`src/hdl/tlvv_pkg.sv`:
```
// ----------------------------------------------------------------------------
// tlvv_pkg
// Shared types and status codes for the tlv payload validator.
// ----------------------------------------------------------------------------
package tlvv_pkg;

    localparam int BYTE_W   = 8;
    localparam int STATUS_W = 4;
    localparam int LEN_W    = 16;

    // result status codes
    localparam logic [STATUS_W-1:0] ST_OK        = 4'd0;
    localparam logic [STATUS_W-1:0] ST_HDR_SHORT = 4'd1;
    localparam logic [STATUS_W-1:0] ST_NO_LEN    = 4'd2;
    localparam logic [STATUS_W-1:0] ST_TRUNC     = 4'd3;
    localparam logic [STATUS_W-1:0] ST_NO_IDLEN  = 4'd4;
    localparam logic [STATUS_W-1:0] ST_ID_LONG   = 4'd5;
    localparam logic [STATUS_W-1:0] ST_REC_SHORT = 4'd6;
    localparam logic [STATUS_W-1:0] ST_REC_OVF   = 4'd7;
    localparam logic [STATUS_W-1:0] ST_BAD_TYPE  = 4'd8;

    // accepted record types
    localparam logic [BYTE_W-1:0] TYPE_A = 8'h40;
    localparam logic [BYTE_W-1:0] TYPE_B = 8'h41;
    localparam logic [BYTE_W-1:0] TYPE_C = 8'h42;

    // minimum sizes
    localparam logic [LEN_W-1:0] MIN_PAYLOAD = 16'd2;
    localparam logic [LEN_W-1:0] MIN_RECORD  = 16'd3;

    // one packet byte as held in the input stage
    typedef struct packed {
        logic [BYTE_W-1:0] byte_val;
        logic              last;
    } item_t;

    // parser output toward the result register
    typedef struct packed {
        logic                valid;
        logic [STATUS_W-1:0] status;
    } result_t;

endpackage

```
`src/hdl/tlv_payload_validator_top.sv`:
```
// ----------------------------------------------------------------------------
// tlv_payload_validator_top
// Byte-serial validator for length-prefixed packets of type-length-value
// records, one status per packet.
// ----------------------------------------------------------------------------
// Each request is one packet byte plus a last-byte flag. The block skips
// HEADER_BYTES header bytes, reads a 16-bit little-endian payload length, then
// a 16-bit little-endian identifier length and skips the identifier, and
// checks the rest of the payload as records (type byte, length byte, value
// bytes; types 0x40, 0x41, 0x42 only). The first content error is held; on
// the last byte one status is sent on the m_ channel and the parser returns to
// its reset state. Truncation (header, length or payload) outranks held
// errors; bytes past the payload are ignored. Bytes without the last flag give
// no result. Throughput is one byte per cycle while no last byte stalls: the
// full parse update for a byte is a single pass of compares and 16-bit and
// 8-bit counter steps between the input register and the result register;
// the result register takes the status as the parser takes the last byte.
// The input side keeps taking bytes while a status waits in the result
// register; only a second last byte stalls behind it.
// ----------------------------------------------------------------------------
module tlv_payload_validator_top #(
    parameter int HEADER_BYTES = 5
) (
    input  logic                          aclk,
    input  logic                          aresetn,
    input  logic                          s_valid,
    output logic                          s_ready,
    input  logic [tlvv_pkg::BYTE_W-1:0]   s_byte_in,
    input  logic                          s_is_last,
    output logic                          m_valid,
    input  logic                          m_ready,
    output logic [tlvv_pkg::STATUS_W-1:0] m_status
);

    tlvv_pkg::item_t   s_item;
    tlvv_pkg::item_t   item;
    logic              item_valid;
    logic              take;
    tlvv_pkg::result_t result;

    assign s_item.byte_val = s_byte_in;
    assign s_item.last     = s_is_last;

    // a byte moves on unless it ends a packet while the result slot is full and m_ready is low
    assign take = item_valid && (!item.last || !m_valid || m_ready);

    // input register
    tlvv_in_reg u_in_reg (
        .aclk       (aclk),
        .aresetn    (aresetn),
        .s_valid    (s_valid),
        .s_ready    (s_ready),
        .s_item     (s_item),
        .take       (take),
        .item_valid (item_valid),
        .item       (item)
    );

    // parse state and per-byte update
    tlvv_parser #(
        .HEADER_BYTES (HEADER_BYTES)
    ) u_parser (
        .aclk    (aclk),
        .aresetn (aresetn),
        .take    (take),
        .item    (item),
        .result  (result)
    );

    // result register
    tlvv_out_reg u_out_reg (
        .aclk     (aclk),
        .aresetn  (aresetn),
        .result   (result),
        .m_valid  (m_valid),
        .m_ready  (m_ready),
        .m_status (m_status)
    );

`ifndef SYNTH
    // status codes stay within the defined set
    a_status_range: assert property (@(posedge aclk) disable iff (!aresetn)
        m_valid |-> (m_status <= tlvv_pkg::ST_BAD_TYPE))
        else $error("status code out of range");

    // a finished packet always shows up on the result channel
    a_result_lands: assert property (@(posedge aclk) disable iff (!aresetn)
        result.valid |=> (m_valid && m_status == $past(result.status)))
        else $error("packet status not loaded into result register");

    // a held byte is never dropped or changed while stalled
    a_in_hold: assert property (@(posedge aclk) disable iff (!aresetn)
        (item_valid && !take) |=> (item_valid && $stable(item)))
        else $error("input byte lost while stalled");

    // no status is produced over one still waiting
    a_no_overwrite: assert property (@(posedge aclk) disable iff (!aresetn)
        (m_valid && !m_ready) |-> !result.valid)
        else $error("result overwritten before taken");
`endif

endmodule

```
`src/hdl/tlvv_in_reg.sv`:
```
// ----------------------------------------------------------------------------
// tlvv_in_reg
// Input register: captures one request and holds it until the parser takes it.
// ----------------------------------------------------------------------------
module tlvv_in_reg (
    input  logic            aclk,
    input  logic            aresetn,
    input  logic            s_valid,
    output logic            s_ready,
    input  tlvv_pkg::item_t s_item,
    input  logic            take,
    output logic            item_valid,
    output tlvv_pkg::item_t item
);

    logic            valid_reg;
    logic            valid_next;
    tlvv_pkg::item_t item_reg;

    assign s_ready    = !valid_reg || take;
    assign valid_next = (s_valid && s_ready) || (valid_reg && !take);

    always_ff @(posedge aclk) begin
        if (!aresetn) begin
            valid_reg <= 1'b0;
        end else begin
            valid_reg <= valid_next;
        end
    end

    always_ff @(posedge aclk) begin
        if (s_valid && s_ready) begin
            item_reg <= s_item;
        end
    end

    assign item_valid = valid_reg;
    assign item       = item_reg;

endmodule

```
`src/hdl/tlvv_parser.sv`:
```
// ----------------------------------------------------------------------------
// tlvv_parser
// Packet parse state and its combinational update for one byte.
// ----------------------------------------------------------------------------
module tlvv_parser #(
    parameter int HEADER_BYTES = 5
) (
    input  logic              aclk,
    input  logic              aresetn,
    input  logic              take,
    input  tlvv_pkg::item_t   item,
    output tlvv_pkg::result_t result
);

    typedef enum logic [2:0] {
        PH_HDR      = 3'd0,
        PH_LEN_LO   = 3'd1,
        PH_LEN_HI   = 3'd2,
        PH_IDL_LO   = 3'd3,
        PH_IDL_HI   = 3'd4,
        PH_SKIP     = 3'd5,
        PH_REC_TYPE = 3'd6,
        PH_REC_LEN  = 3'd7
    } phase_t;

    localparam phase_t PHASE_INIT = (HEADER_BYTES == 0) ? PH_LEN_LO : PH_HDR;
    localparam int     HC_W       = tlvv_pkg::BYTE_W;

    phase_t                          phase_reg, phase_next;
    logic [HC_W-1:0]                 hcount_reg, hcount_next;
    logic [tlvv_pkg::BYTE_W-1:0]     low_reg, low_next;
    logic [tlvv_pkg::LEN_W-1:0]      pleft_reg, pleft_next;
    logic [tlvv_pkg::LEN_W-1:0]      ileft_reg, ileft_next;
    logic [tlvv_pkg::BYTE_W-1:0]     rtype_reg, rtype_next;
    logic [tlvv_pkg::BYTE_W-1:0]     rleft_reg, rleft_next;
    logic [tlvv_pkg::STATUS_W-1:0]   err_reg, err_next;

    logic [HC_W:0]                   hcount_inc;
    logic [tlvv_pkg::LEN_W-1:0]      pleft_dec;
    logic [tlvv_pkg::LEN_W-1:0]      word_val;
    logic [tlvv_pkg::LEN_W-1:0]      byte_wide;
    logic                            known_type;
    logic [tlvv_pkg::STATUS_W-1:0]   status;

    assign hcount_inc = {1'b0, hcount_reg} + {{HC_W{1'b0}}, 1'b1};
    assign pleft_dec  = pleft_reg - {{(tlvv_pkg::LEN_W-1){1'b0}}, 1'b1};
    assign word_val   = {item.byte_val, low_reg};
    assign byte_wide  = {{(tlvv_pkg::LEN_W-tlvv_pkg::BYTE_W){1'b0}}, item.byte_val};
    assign known_type = (rtype_reg == tlvv_pkg::TYPE_A) || (rtype_reg == tlvv_pkg::TYPE_B)
                        || (rtype_reg == tlvv_pkg::TYPE_C);

    always_comb begin
        phase_next  = phase_reg;
        hcount_next = hcount_reg;
        low_next    = low_reg;
        pleft_next  = pleft_reg;
        ileft_next  = ileft_reg;
        rtype_next  = rtype_reg;
        rleft_next  = rleft_reg;
        err_next    = err_reg;

        unique case (phase_reg)
            PH_HDR: begin
                hcount_next = hcount_inc[HC_W-1:0];
                if (hcount_inc >= (HC_W+1)'(HEADER_BYTES)) begin
                    phase_next = PH_LEN_LO;
                end
            end
            PH_LEN_LO: begin
                low_next   = item.byte_val;
                phase_next = PH_LEN_HI;
            end
            PH_LEN_HI: begin
                pleft_next = word_val;
                if (word_val < tlvv_pkg::MIN_PAYLOAD && err_reg == tlvv_pkg::ST_OK) begin
                    err_next = tlvv_pkg::ST_NO_IDLEN;
                end
                phase_next = PH_IDL_LO;
            end
            default: begin
                // payload byte: counted while payload remains, parsed only while no error
                if (pleft_reg != '0) begin
                    pleft_next = pleft_dec;
                    if (err_reg == tlvv_pkg::ST_OK) begin
                        unique case (phase_reg)
                            PH_IDL_LO: begin
                                low_next   = item.byte_val;
                                phase_next = PH_IDL_HI;
                            end
                            PH_IDL_HI: begin
                                if (pleft_dec < word_val) begin
                                    err_next = tlvv_pkg::ST_ID_LONG;
                                end else begin
                                    ileft_next = word_val;
                                    phase_next = (word_val != '0) ? PH_SKIP : PH_REC_TYPE;
                                end
                            end
                            PH_SKIP: begin
                                if (ileft_reg != '0) begin
                                    ileft_next = ileft_reg - {{(tlvv_pkg::LEN_W-1){1'b0}}, 1'b1};
                                end else if (rleft_reg != '0) begin
                                    rleft_next = rleft_reg - {{(tlvv_pkg::BYTE_W-1){1'b0}}, 1'b1};
                                end
                                if (ileft_next == '0 && rleft_next == '0) begin
                                    phase_next = PH_REC_TYPE;
                                end
                            end
                            PH_REC_TYPE: begin
                                if (pleft_reg < tlvv_pkg::MIN_RECORD) begin
                                    err_next = tlvv_pkg::ST_REC_SHORT;
                                end else begin
                                    rtype_next = item.byte_val;
                                    phase_next = PH_REC_LEN;
                                end
                            end
                            PH_REC_LEN: begin
                                if (byte_wide > pleft_dec) begin
                                    err_next = tlvv_pkg::ST_REC_OVF;
                                end else if (!known_type) begin
                                    err_next = tlvv_pkg::ST_BAD_TYPE;
                                end else begin
                                    rleft_next = item.byte_val;
                                    phase_next = (item.byte_val != '0) ? PH_SKIP : PH_REC_TYPE;
                                end
                            end
                            default: begin
                            end
                        endcase
                    end
                end
            end
        endcase
    end

    // end-of-packet status, truncation ahead of latched errors
    always_comb begin
        if (phase_next == PH_HDR) begin
            status = tlvv_pkg::ST_HDR_SHORT;
        end else if (phase_next == PH_LEN_LO || phase_next == PH_LEN_HI) begin
            status = tlvv_pkg::ST_NO_LEN;
        end else if (pleft_next != '0) begin
            status = tlvv_pkg::ST_TRUNC;
        end else begin
            status = err_next;
        end
    end

    assign result.valid  = take && item.last;
    assign result.status = status;

    always_ff @(posedge aclk) begin
        if (!aresetn || (take && item.last)) begin
            phase_reg  <= PHASE_INIT;
            hcount_reg <= '0;
            low_reg    <= '0;
            pleft_reg  <= '0;
            ileft_reg  <= '0;
            rtype_reg  <= '0;
            rleft_reg  <= '0;
            err_reg    <= tlvv_pkg::ST_OK;
        end else if (take) begin
            phase_reg  <= phase_next;
            hcount_reg <= hcount_next;
            low_reg    <= low_next;
            pleft_reg  <= pleft_next;
            ileft_reg  <= ileft_next;
            rtype_reg  <= rtype_next;
            rleft_reg  <= rleft_next;
            err_reg    <= err_next;
        end
    end

endmodule

```
`src/hdl/tlvv_out_reg.sv`:
```
// ----------------------------------------------------------------------------
// tlvv_out_reg
// Result register: holds one status until the downstream side takes it.
// ----------------------------------------------------------------------------
module tlvv_out_reg (
    input  logic                          aclk,
    input  logic                          aresetn,
    input  tlvv_pkg::result_t             result,
    output logic                          m_valid,
    input  logic                          m_ready,
    output logic [tlvv_pkg::STATUS_W-1:0] m_status
);

    logic                          valid_reg;
    logic                          valid_next;
    logic [tlvv_pkg::STATUS_W-1:0] status_reg;

    assign valid_next = result.valid || (valid_reg && !m_ready);

    always_ff @(posedge aclk) begin
        if (!aresetn) begin
            valid_reg <= 1'b0;
        end else begin
            valid_reg <= valid_next;
        end
    end

    always_ff @(posedge aclk) begin
        if (result.valid) begin
            status_reg <= result.status;
        end
    end

    assign m_valid  = valid_reg;
    assign m_status = status_reg;

endmodule
```
`config.mk`:
```
export PLATFORM = sky130hd
export DESIGN_NAME = tlv_payload_validator_top
export DESIGN_NICKNAME = d
export VERILOG_FILES = /design/src/hdl/tlvv_pkg.sv /design/src/hdl/tlv_payload_validator_top.sv /design/src/hdl/tlvv_in_reg.sv /design/src/hdl/tlvv_parser.sv /design/src/hdl/tlvv_out_reg.sv
export SDC_FILE = /design/constraint.sdc
export NUM_CORES = 1
export LEC_CHECK = 0
export BUFFER_PORTS_ARGS = -buffer_cell sky130_fd_sc_hd__clkbuf_2
export CORE_UTILIZATION = 63
export DETAILED_ROUTE_END_ITERATION = 12
export PLACE_DENSITY = 0.82
export SYNTH_ARGS = -nofsm -noshare
export SYNTH_HDL_FRONTEND = slang
export SYNTH_SLANG_ARGS = --single-unit
export TNS_END_PERCENT = 20
```
`constraint.sdc`:
```
create_clock -name aclk -period 11.8 [get_ports aclk]
set_input_delay 1.18 -clock aclk [delete_from_list [all_inputs] [get_ports aclk]]
set_output_delay 1.18 -clock aclk [all_outputs]
set_load 0.05 [all_outputs]
```
-- Yosys cells after proc, flatten, opt, wreduce, memory -nomap -nowiden
Index checks and enable logic that the tools add are counted.
- register bits: 86
- input bits: 13
- output and inout bits: 6
- add/sub/neg operators: 4
- order comparisons: 5
- equality and inequality tests: 15
- muxes and demuxes: 45
- bitwise logic cells: 3
- reduce and logical (&&, ||, !) cells: 47
- operator list (kind ; count):
    two-way mux 16 bit ; 7
    two-way mux 8 bit ; 11
    case mux 16 bit (2 select lines) ; 2
    nonzero test 16 bit ; 4
    < comparator 16 x 2 -> 1 bit, second input constant ; 2
    case mux 8 bit (2 select lines) ; 2
    subtractor 16 x 1 -> 16 bit, second input constant ; 2
    two-way mux 4 bit ; 7
    equality test 8 x 7 -> 1 bit, second input constant ; 3
    two-way mux 3 bit ; 8
    > comparator 8 x 16 -> 1 bit ; 1
    zero test 16 bit ; 1
    < comparator 16 bit ; 1
    nonzero test 8 bit ; 2
    case mux 3 bit (5 select lines) ; 1
    equality test 3 bit, second input constant ; 4
    case mux 4 bit (3 select lines) ; 1
    AND reduction 6 bit ; 2
    nonzero test 2 bit ; 5
    adder 8 x 1 -> 9 bit, second input constant ; 1
    equality test 3 x 2 -> 1 bit, second input constant ; 3
    greater-or-equal comparator 9 x 3 -> 1 bit, second input constant ; 1
    logical OR 1 bit ; 9
    case mux 3 bit (3 select lines) ; 1
    17 further kinds ; 38

-- Depth between registers and ports, before layout
Gate-level depths: netlist of the first run.
- depth after elaboration: 17
- mapped depth: 16

-- Hierarchy
Synthesis of the first run repeated with hierarchy kept, for this count alone.
- cell total of the unflattened synthesis: 912
- area total of the unflattened synthesis: 6789.0 µm²
- by module, submodules not included (module ; times used ; cells each ; area an instance (µm²) ; sequential area each (µm²)):
    tlvv_parser ; 1 ; 889 ; 6288.5 ; 1421.4
    tlvv_in_reg ; 1 ; 14 ; 327.8 ; 290.3
    tlvv_out_reg ; 1 ; 7 ; 161.4 ; 140.1
    tlv_payload_validator_top ; 1 ; 2 ; 11.3 ; 0.0

-- Least setup slack after synthesis of the first run
No wires, ideal clock.
- path type: register to register
- start point: register u_parser.pleft_reg[4] (netlist name)
- end point: register u_out_reg.status_reg (netlist bit u_out_reg.m_status[0]), data pin
- data arrival time: 3.825 ns
- required time: 11.536 ns
- path slack: 7.712 ns
- stages on the path, launching flop included: 16
- buffers on the path: 2
- path through: dfxtp_1 buf_6 or4_4 or2_2 clkbuf_1 or4_1 xnor2_1 ha_1 nand4_1 nor3_1 a31oi_1 a21oi_1 a211oi_1 o31ai_1 nor4b_1 o41a_1
- word-level cells in the longest chain between the ends: 10
- elaborated cells between the ends (all ways): 28
- classes of those cells: add/sub (1); order compare (3); eq/ne (2); mux (18); reduce/logical (4)
- ends and longest elaborated chain (what ; RTL line ; source):
    from (decl) ; tlvv_parser.sv:32 ; logic [tlvv_pkg::LEN_W-1:0] pleft_reg, pleft_next;
    from (signal assigned) ; tlvv_parser.sv:165 ; pleft_reg <= pleft_next;
    subtractor 16 x 1 -> 16 bit ; tlvv_parser.sv:46 ; assign pleft_dec = pleft_reg - {{(tlvv_pkg::LEN_W-1){1'b0}}, 1'b1};
    > comparator 8 x 16 -> 1 bit / < comparator 16 bit (equally long branches) ; tlvv_parser.sv:117, tlvv_parser.sv:91 ;
    two-way mux 3 bit (on tied branches) ; tlvv_parser.sv:117, tlvv_parser.sv:91 ;
    case mux 3 bit (5 select lines) ; tlvv_parser.sv:85 ; unique case (phase_reg)
    two-way mux 3 bit ; tlvv_parser.sv:84 ; if (err_reg == tlvv_pkg::ST_OK) begin
    two-way mux 3 bit ; tlvv_parser.sv:82 ; if (pleft_reg != '0) begin
    case mux 3 bit (3 select lines) ; tlvv_parser.sv:62 ; unique case (phase_reg)
    equality test 3 x 1 -> 1 bit / equality test 3 x 2 -> 1 bit (equally long branches) ; tlvv_parser.sv:139 ; end else if (phase_next == PH_LEN_LO || phase_next == PH_LEN_HI) begin
    logical OR 1 bit ; tlvv_parser.sv:139 ;
    two-way mux 2 bit ; tlvv_parser.sv:139 ;
    to (signal assigned) ; tlvv_out_reg.sv:30 ; status_reg <= result.status;
    to (decl) ; tlvv_out_reg.sv:16 ; logic [tlvv_pkg::STATUS_W-1:0] status_reg;
Several ways; a longest one is shown, not always the timed one.
A chain may end at the register's enable or synchronous reset.

-- Worst setup path in the final report of the first run
- start point: register u_parser.pleft_reg[0] (netlist name)
- end point: register u_out_reg.status_reg (netlist bit u_out_reg.m_status[0]), data pin
The elaborated chain is that of the path after synthesis.

==> impl_metrics.toml, run 1 <==
[sta]
worstMarginPinSlew_ns = 1.13
hold_viol = 0
relSlewSlack = 0.245
fmax_mhz = 227
period_needed_ns = 4.40
rsz0062_at_grt = "false"
skew_ns = 0.0148
fin_crit_sh = 0.373
finalSetupViolations = 0
setup_tns_ns = 0
slew_violations = 0

[yosys]
synth.avg_cell_area_um2 = 7.52
ys_ff_latch = 86
yosys_warnings = 0
syn_area_um2 = 6040
synthCells = 803
synth_edf_count = 13
ys_seq_area_frac = 0.306
synthArstFlopShare = 0
synth_cell_types = 76
synthFlopType = "dfxtp_1"
syn-num-nets = 846

[place]
io_buffers = 18
hpwlAfterDp_mm = 12.8
gp_congestion = 1.05
dp.cells = 910

[routing]
post_drt_wl_per_cell_um = 19.3
highest_layer = "met4"
drt_iter0_drc = 950
wl_met2_mm = 7.61
via_per_inst = 6.75
wl_mm = 17.9
firstDrtPassIters = 9
drc = 0
met3WireLength_mm = 2.21
detail-route-antenna-nets = 0
drt-met1-wl_mm = 7.26
via_count = 6246

[cts]
cts_max_level = 3
root_buffer = "clkbuf_8"
clock-sinks = 86
cts_setup_buffers = 0
cts_resized = 0
path_clk_slew_ns = 0.10
postCtsHoldBufs = 0
cts_inserted_buffers = 9
clkLatencyLatePin_ns = 0.39
tritoncts = "yes"
clockBufferDepth = 2

[critical_path]
r2r_start = "u_parser.pleft_reg[0]$_SDFFE_PP0P_"
worstSetupEndpointType = "flip-flop"
crit_arrival_ns = 4.54
critPathKind = "reg2reg"
r2r_slack_ns = 7.40
start_kind = "flip-flop"
cp.required_ns = 11.94
r2r-end = "u_out_reg.m_status[0]$_SDFFCE_PN1P_"
r2r_cells = 15
cp-startpoint = "u_parser.pleft_reg[0]$_SDFFE_PP0P_"
cp_max_fo = 7
endpoint = "u_out_reg.m_status[0]$_SDFFCE_PN1P_"

[power]
vdd_drop_max_mv = 0.106
power_density_nw_per_um2 = 107
p_leak_nw = 2.48

[global_routing]
first_global_vias = 5583
track_usage = 0.367
gr-total-overflow = 0
grt_antenna_before_repair = 0
grt_pass1_wl_mm = 28.4
grt_max_degree = 68

[die]
die_area_um2 = 9990
fp.dieW_um = 99.9
core-area_um2 = 9280
io_pins = 19
std_cell_rows = 35
die_y_um = 99.9
start_util = 0.651

[cells_and_area]
nFillCells = 814
regArea_um2 = 1850
drive_above_1_share = 0.0841
fin_nets = 835
diodes = 0
final_common_cell = "nor2_1"
final_cells = 926
final_cell_mix = "129 x nor2_1, 73 x dfxtp_1, 71 x nand2_1"
multiInputGateArea_um2 = 3830
syn2layout_area_growth_pct = 5.05

[worst_hold_path]
min_path_type = "reg2reg"
worst_hold_path.num_cells = 2

[run_status]
status = "completed"

[flow_run]
drv_cap = 0
-- power by group --
part	internal, W	leakage, nW	switching (W)
Combinational	0.0000523	1.67	0.0000963
Sequential	0.000304	0.714	0.0000132
Clock	0.0000836	0.101	0.000128
Total	0.000440	2.48	0.000237
-- per-stage QoR --
stage | power (W) | util | setup WS (ns) | cell area, um^2 | hold WS [ns]
after global placement | 0.000462 | 0.663 | 7.60 | 6150 | 0.459
after floorplan | 0.000429 | - | 7.71 | 6040 | 0.446
after detailed placement | 0.000466 | 0.663 | 7.49 | 6150 | 0.475
final | 0.000678 | 0.684 | 7.40 | 6350 | 0.491
after global routing | 0.000703 | 0.684 | 7.14 | 6350 | 0.522
after CTS | 0.000673 | 0.684 | 7.47 | 6350 | 0.488
-- per-layer routing --
layer  GRT usage  up-vias
li1            -     2898
met4       0.173        0
met3      0.0843       71
met1       0.506     2842
met5           0        -
met2       0.543      435
-- layout make-up --
| cell class | count | share of cell area |
|---|---|---|
| Multi-Input combinational cell | 625 | 0.603 |
| Sequential cell | 86 | 0.292 |
| Inverter | 45 | 0.0266 |
| Tap cell | 129 | 0.0254 |
| Timing Repair Buffer | 25 | 0.0225 |
| Clock buffer | 9 | 0.0195 |
| Clock inverter | 7 | 0.0108 |
-- cells by family (layout without fill, tap and decap cells) --
logic type,count (synthesis),in the layout,share of synthesized area
AND/OR/NAND/NOR,340,340,0.273
AO/OA/AOI/OAI,219,219,0.242
XOR/XNOR,22,22,0.0319
buffers and inverters,92,86,0.0611
flip-flops,86,86,0.306
multiplexers,14,14,0.0234
adder cells (fa/ha/maj),30,30,0.0621
-- worst min-delay path by stage --
stage                                          endpoint                           startpoint  slack [ns]
finish              u_parser.ileft_reg[12]$_SDFFE_PP0P_  u_parser.ileft_reg[12]$_SDFFE_PP0P_        0.49
global route        u_parser.ileft_reg[12]$_SDFFE_PP0P_  u_parser.ileft_reg[12]$_SDFFE_PP0P_        0.52
CTS                 u_parser.ileft_reg[12]$_SDFFE_PP0P_  u_parser.ileft_reg[12]$_SDFFE_PP0P_        0.49
detailed placement  u_parser.ileft_reg[12]$_SDFFE_PP0P_  u_parser.ileft_reg[12]$_SDFFE_PP0P_        0.48
global placement     u_parser.rtype_reg[6]$_SDFFE_PP0P_   u_parser.rtype_reg[6]$_SDFFE_PP0P_        0.46
floorplan            u_parser.rtype_reg[6]$_SDFFE_PP0P_   u_parser.rtype_reg[6]$_SDFFE_PP0P_        0.45
-- synth_stat cells (all sizes together), types with 6 or more instances --
library cell  number  area [um^2]
xnor2             10         87.6
xor2              12          105
nor3              30          150
nand3             16         80.1
and3               7         43.8
edfxtp            13          390
nor4              14         87.6
o21ai             36          184
dfxtp             73         1460
o31ai             11         87.6
or3                7         43.8
a22oi              6         45.0
inv               44          165
nor2             129          484
nand4             12         75.1
or4                8         67.6
mux2i             13          130
ha                30          375
or2                7         43.8
clkbuf            43          161
a21oi             70          350
o211ai            10         75.1
a211oi            20          155
nand2b             8         50.1
a31oi             16          100
nand2             71          267
-- critical path: stages (launching register included) --
cell and delay [ns]:
dfxtp_1 0.39, inv_1 0.18, ha_1 0.23, nor3b_1 0.50, inv_1 0.18, or4_1 0.44, xnor2_1 0.17, ha_1 0.28
nand4_1 0.11, nor3_1 0.29, a31oi_1 0.17, a21oi_1 0.22, a211oi_1 0.07, o31ai_1 0.39, nor4b_1 0.13, o41a_1 0.39
Power figures use the tool's default switching activity.
==> run 2: changes to the inputs <==
==> constraint.sdc (replaced) <==
create_clock -name aclk -period 4.6 [get_ports aclk]
set_input_delay 0.46 -clock aclk [delete_from_list [all_inputs] [get_ports aclk]]
set_output_delay 0.46 -clock aclk [all_outputs]
set_load 0.05 [all_outputs]
==> run 2 against run 1 <==
Against the previous run:
- cell area increased by 1.1%
- clock power increased to 2.6 times the previous value
- highest routed layer unchanged
- setup slack got worse by 7.1 ns
- critical path type unchanged
- sequential power increased to 2.6 times the previous value
- total power increased to 2.6 times the previous value
==> impl_metrics.toml, run 2 (synthesized netlist as in run 1, its figures left out) <==
[cells_and_area]
fin_nets = 842
diodes = 0
drive_above_1_share = 0.0945
nFillCells = 799
multiInputGateArea_um2 = 3840
regArea_um2 = 1850
design_area_um2 = 6420
syn2layout_area_growth_pct = 6.21
final_common_cell = "nor2_1"
final_cell_mix = "129 x nor2_1, 73 x dfxtp_1, 71 x nand2_1"
final_cells = 933

[run_status]
status = "completed"

[cts]
root_buffer = "clkbuf_8"
path_clk_slew_ns = 0.10
tritoncts = "yes"
postCtsHoldBufs = 0
clockBufferDepth = 2
clock-sinks = 86
cts_inserted_buffers = 9
clkLatencyLatePin_ns = 0.38
cts_max_level = 3
cts_setup_buffers = 0

[critical_path]
cp.required_ns = 4.73
crit_arrival_ns = 4.40
cp_max_fo = 8
start_kind = "flip-flop"
critPathKind = "reg2reg"
worstSetupEndpointType = "flip-flop"

[sta]
rsz0062_at_grt = "false"
worstMarginPinSlew_ns = 1.07
hold_viol = 0
skew_ns = 0.0155
fin_crit_sh = 0.930
finalSetupViolations = 0
slew_violations = 0
fin_ws_ns = 0.322
fmax_mhz = 234
relSlewSlack = 0.288
setup_tns_ns = 0
period_needed_ns = 4.28

[routing]
via_per_inst = 6.71
via_count = 6260
post_drt_wl_per_cell_um = 20.4
wl_mm = 19.0
detail-route-antenna-nets = 0
firstDrtPassIters = 6
drt_iter0_drc = 764
drc = 0

[global_routing]
track_usage = 0.396
first_global_vias = 5769
grt_pass1_wl_mm = 30.5
grt_antenna_before_repair = 0
gr-total-overflow = 0
grt_max_degree = 41

[place]
hpwlAfterDp_mm = 13.8
dp.cells = 917
placed_cell_area_um2 = 6210
gp_congestion = 0.965
io_buffers = 18
pre_cts_slack_ns = 0.236

[die]
std_cell_rows = 35
fp.dieW_um = 99.9
io_pins = 19
die_area_um2 = 9990
die_y_um = 99.9
start_util = 0.651
core-area_um2 = 9280

[power]
power_density_nw_per_um2 = 273
vdd_drop_max_mv = 0.187
p_leak_nw = 2.52

[worst_hold_path]
min_path_type = "in2reg"

[flow_run]
drv_cap = 0
-- run 2: final timing paths --
| kind | start | end | slack (ns) | cells after the start |
|---|---|---|---|---|
| setup / recovery | u_parser.pleft_reg[4]$_SDFFE_PP0P_ | u_out_reg.m_status[0]$_SDFFCE_PN1P_ | 0.32 | 13 |
| hold / removal | s_is_last | u_in_reg.item[0]$_DFFE_PP_ | 0.25 | 1 |
| setup reg to reg | u_parser.pleft_reg[4]$_SDFFE_PP0P_ | u_out_reg.m_status[0]$_SDFFCE_PN1P_ | 0.32 | 13 |
| hold reg to reg | u_parser.rtype_reg[4]$_SDFFE_PP0P_ | u_parser.rtype_reg[4]$_SDFFE_PP0P_ | 0.50 | 2 |
-- run 2: area by class of cell --
| class | instances | area share |
|---|---|---|
| Sequential cell | 86 | 0.289 |
| Clock buffer | 9 | 0.0193 |
| Inverter | 45 | 0.0263 |
| Tap cell | 129 | 0.0252 |
| Multi-Input combinational cell | 625 | 0.598 |
| Clock inverter | 7 | 0.0119 |
| Timing Repair Buffer | 32 | 0.0304 |
-- run 2: worst max-delay path, stage by stage, from the launching register on --
cell and delay [ns]:
dfxtp_1 0.39, or4_4 0.60, or2_2 0.38, or4_1 0.50, xnor2_1 0.19, ha_1 0.30
nand4_1 0.12, nor3_2 0.26, a31oi_1 0.15, a21oi_1 0.22, a211oi_1 0.09, o31ai_2 0.33
nor4b_1 0.12, o41a_1 0.38
-- run 2: repair_timing --
item	CTS	global route
setup endpoints to repair	0	1
hold endpoints to repair	0	0
gates resized for setup	0	2
-- run 2: stage by stage --
stage	hold slack (ns)	util	power, W
floorplan	0.446	-	0.00110
global placement	0.457	0.669	0.00120
detailed placement	0.476	0.669	0.00121
CTS	0.250	0.690	0.00174
global route	0.241	0.691	0.00183
finish	0.255	0.691	0.00175
-- run 2: per-layer routing --
layer,global-route usage,vias up,part of all wire
li1,-,2914,-
met1,0.568,2925,0.43
met2,0.586,370,0.43
met3,0.0843,51,0.12
met4,0.140,0,0.027
met5,0,-,0
-- run 2: power breakdown --
part	switching (W)	internal (W)
Sequential	0.0000377	0.000781
Clock	0.000330	0.000215
Combinational	0.000251	0.000139
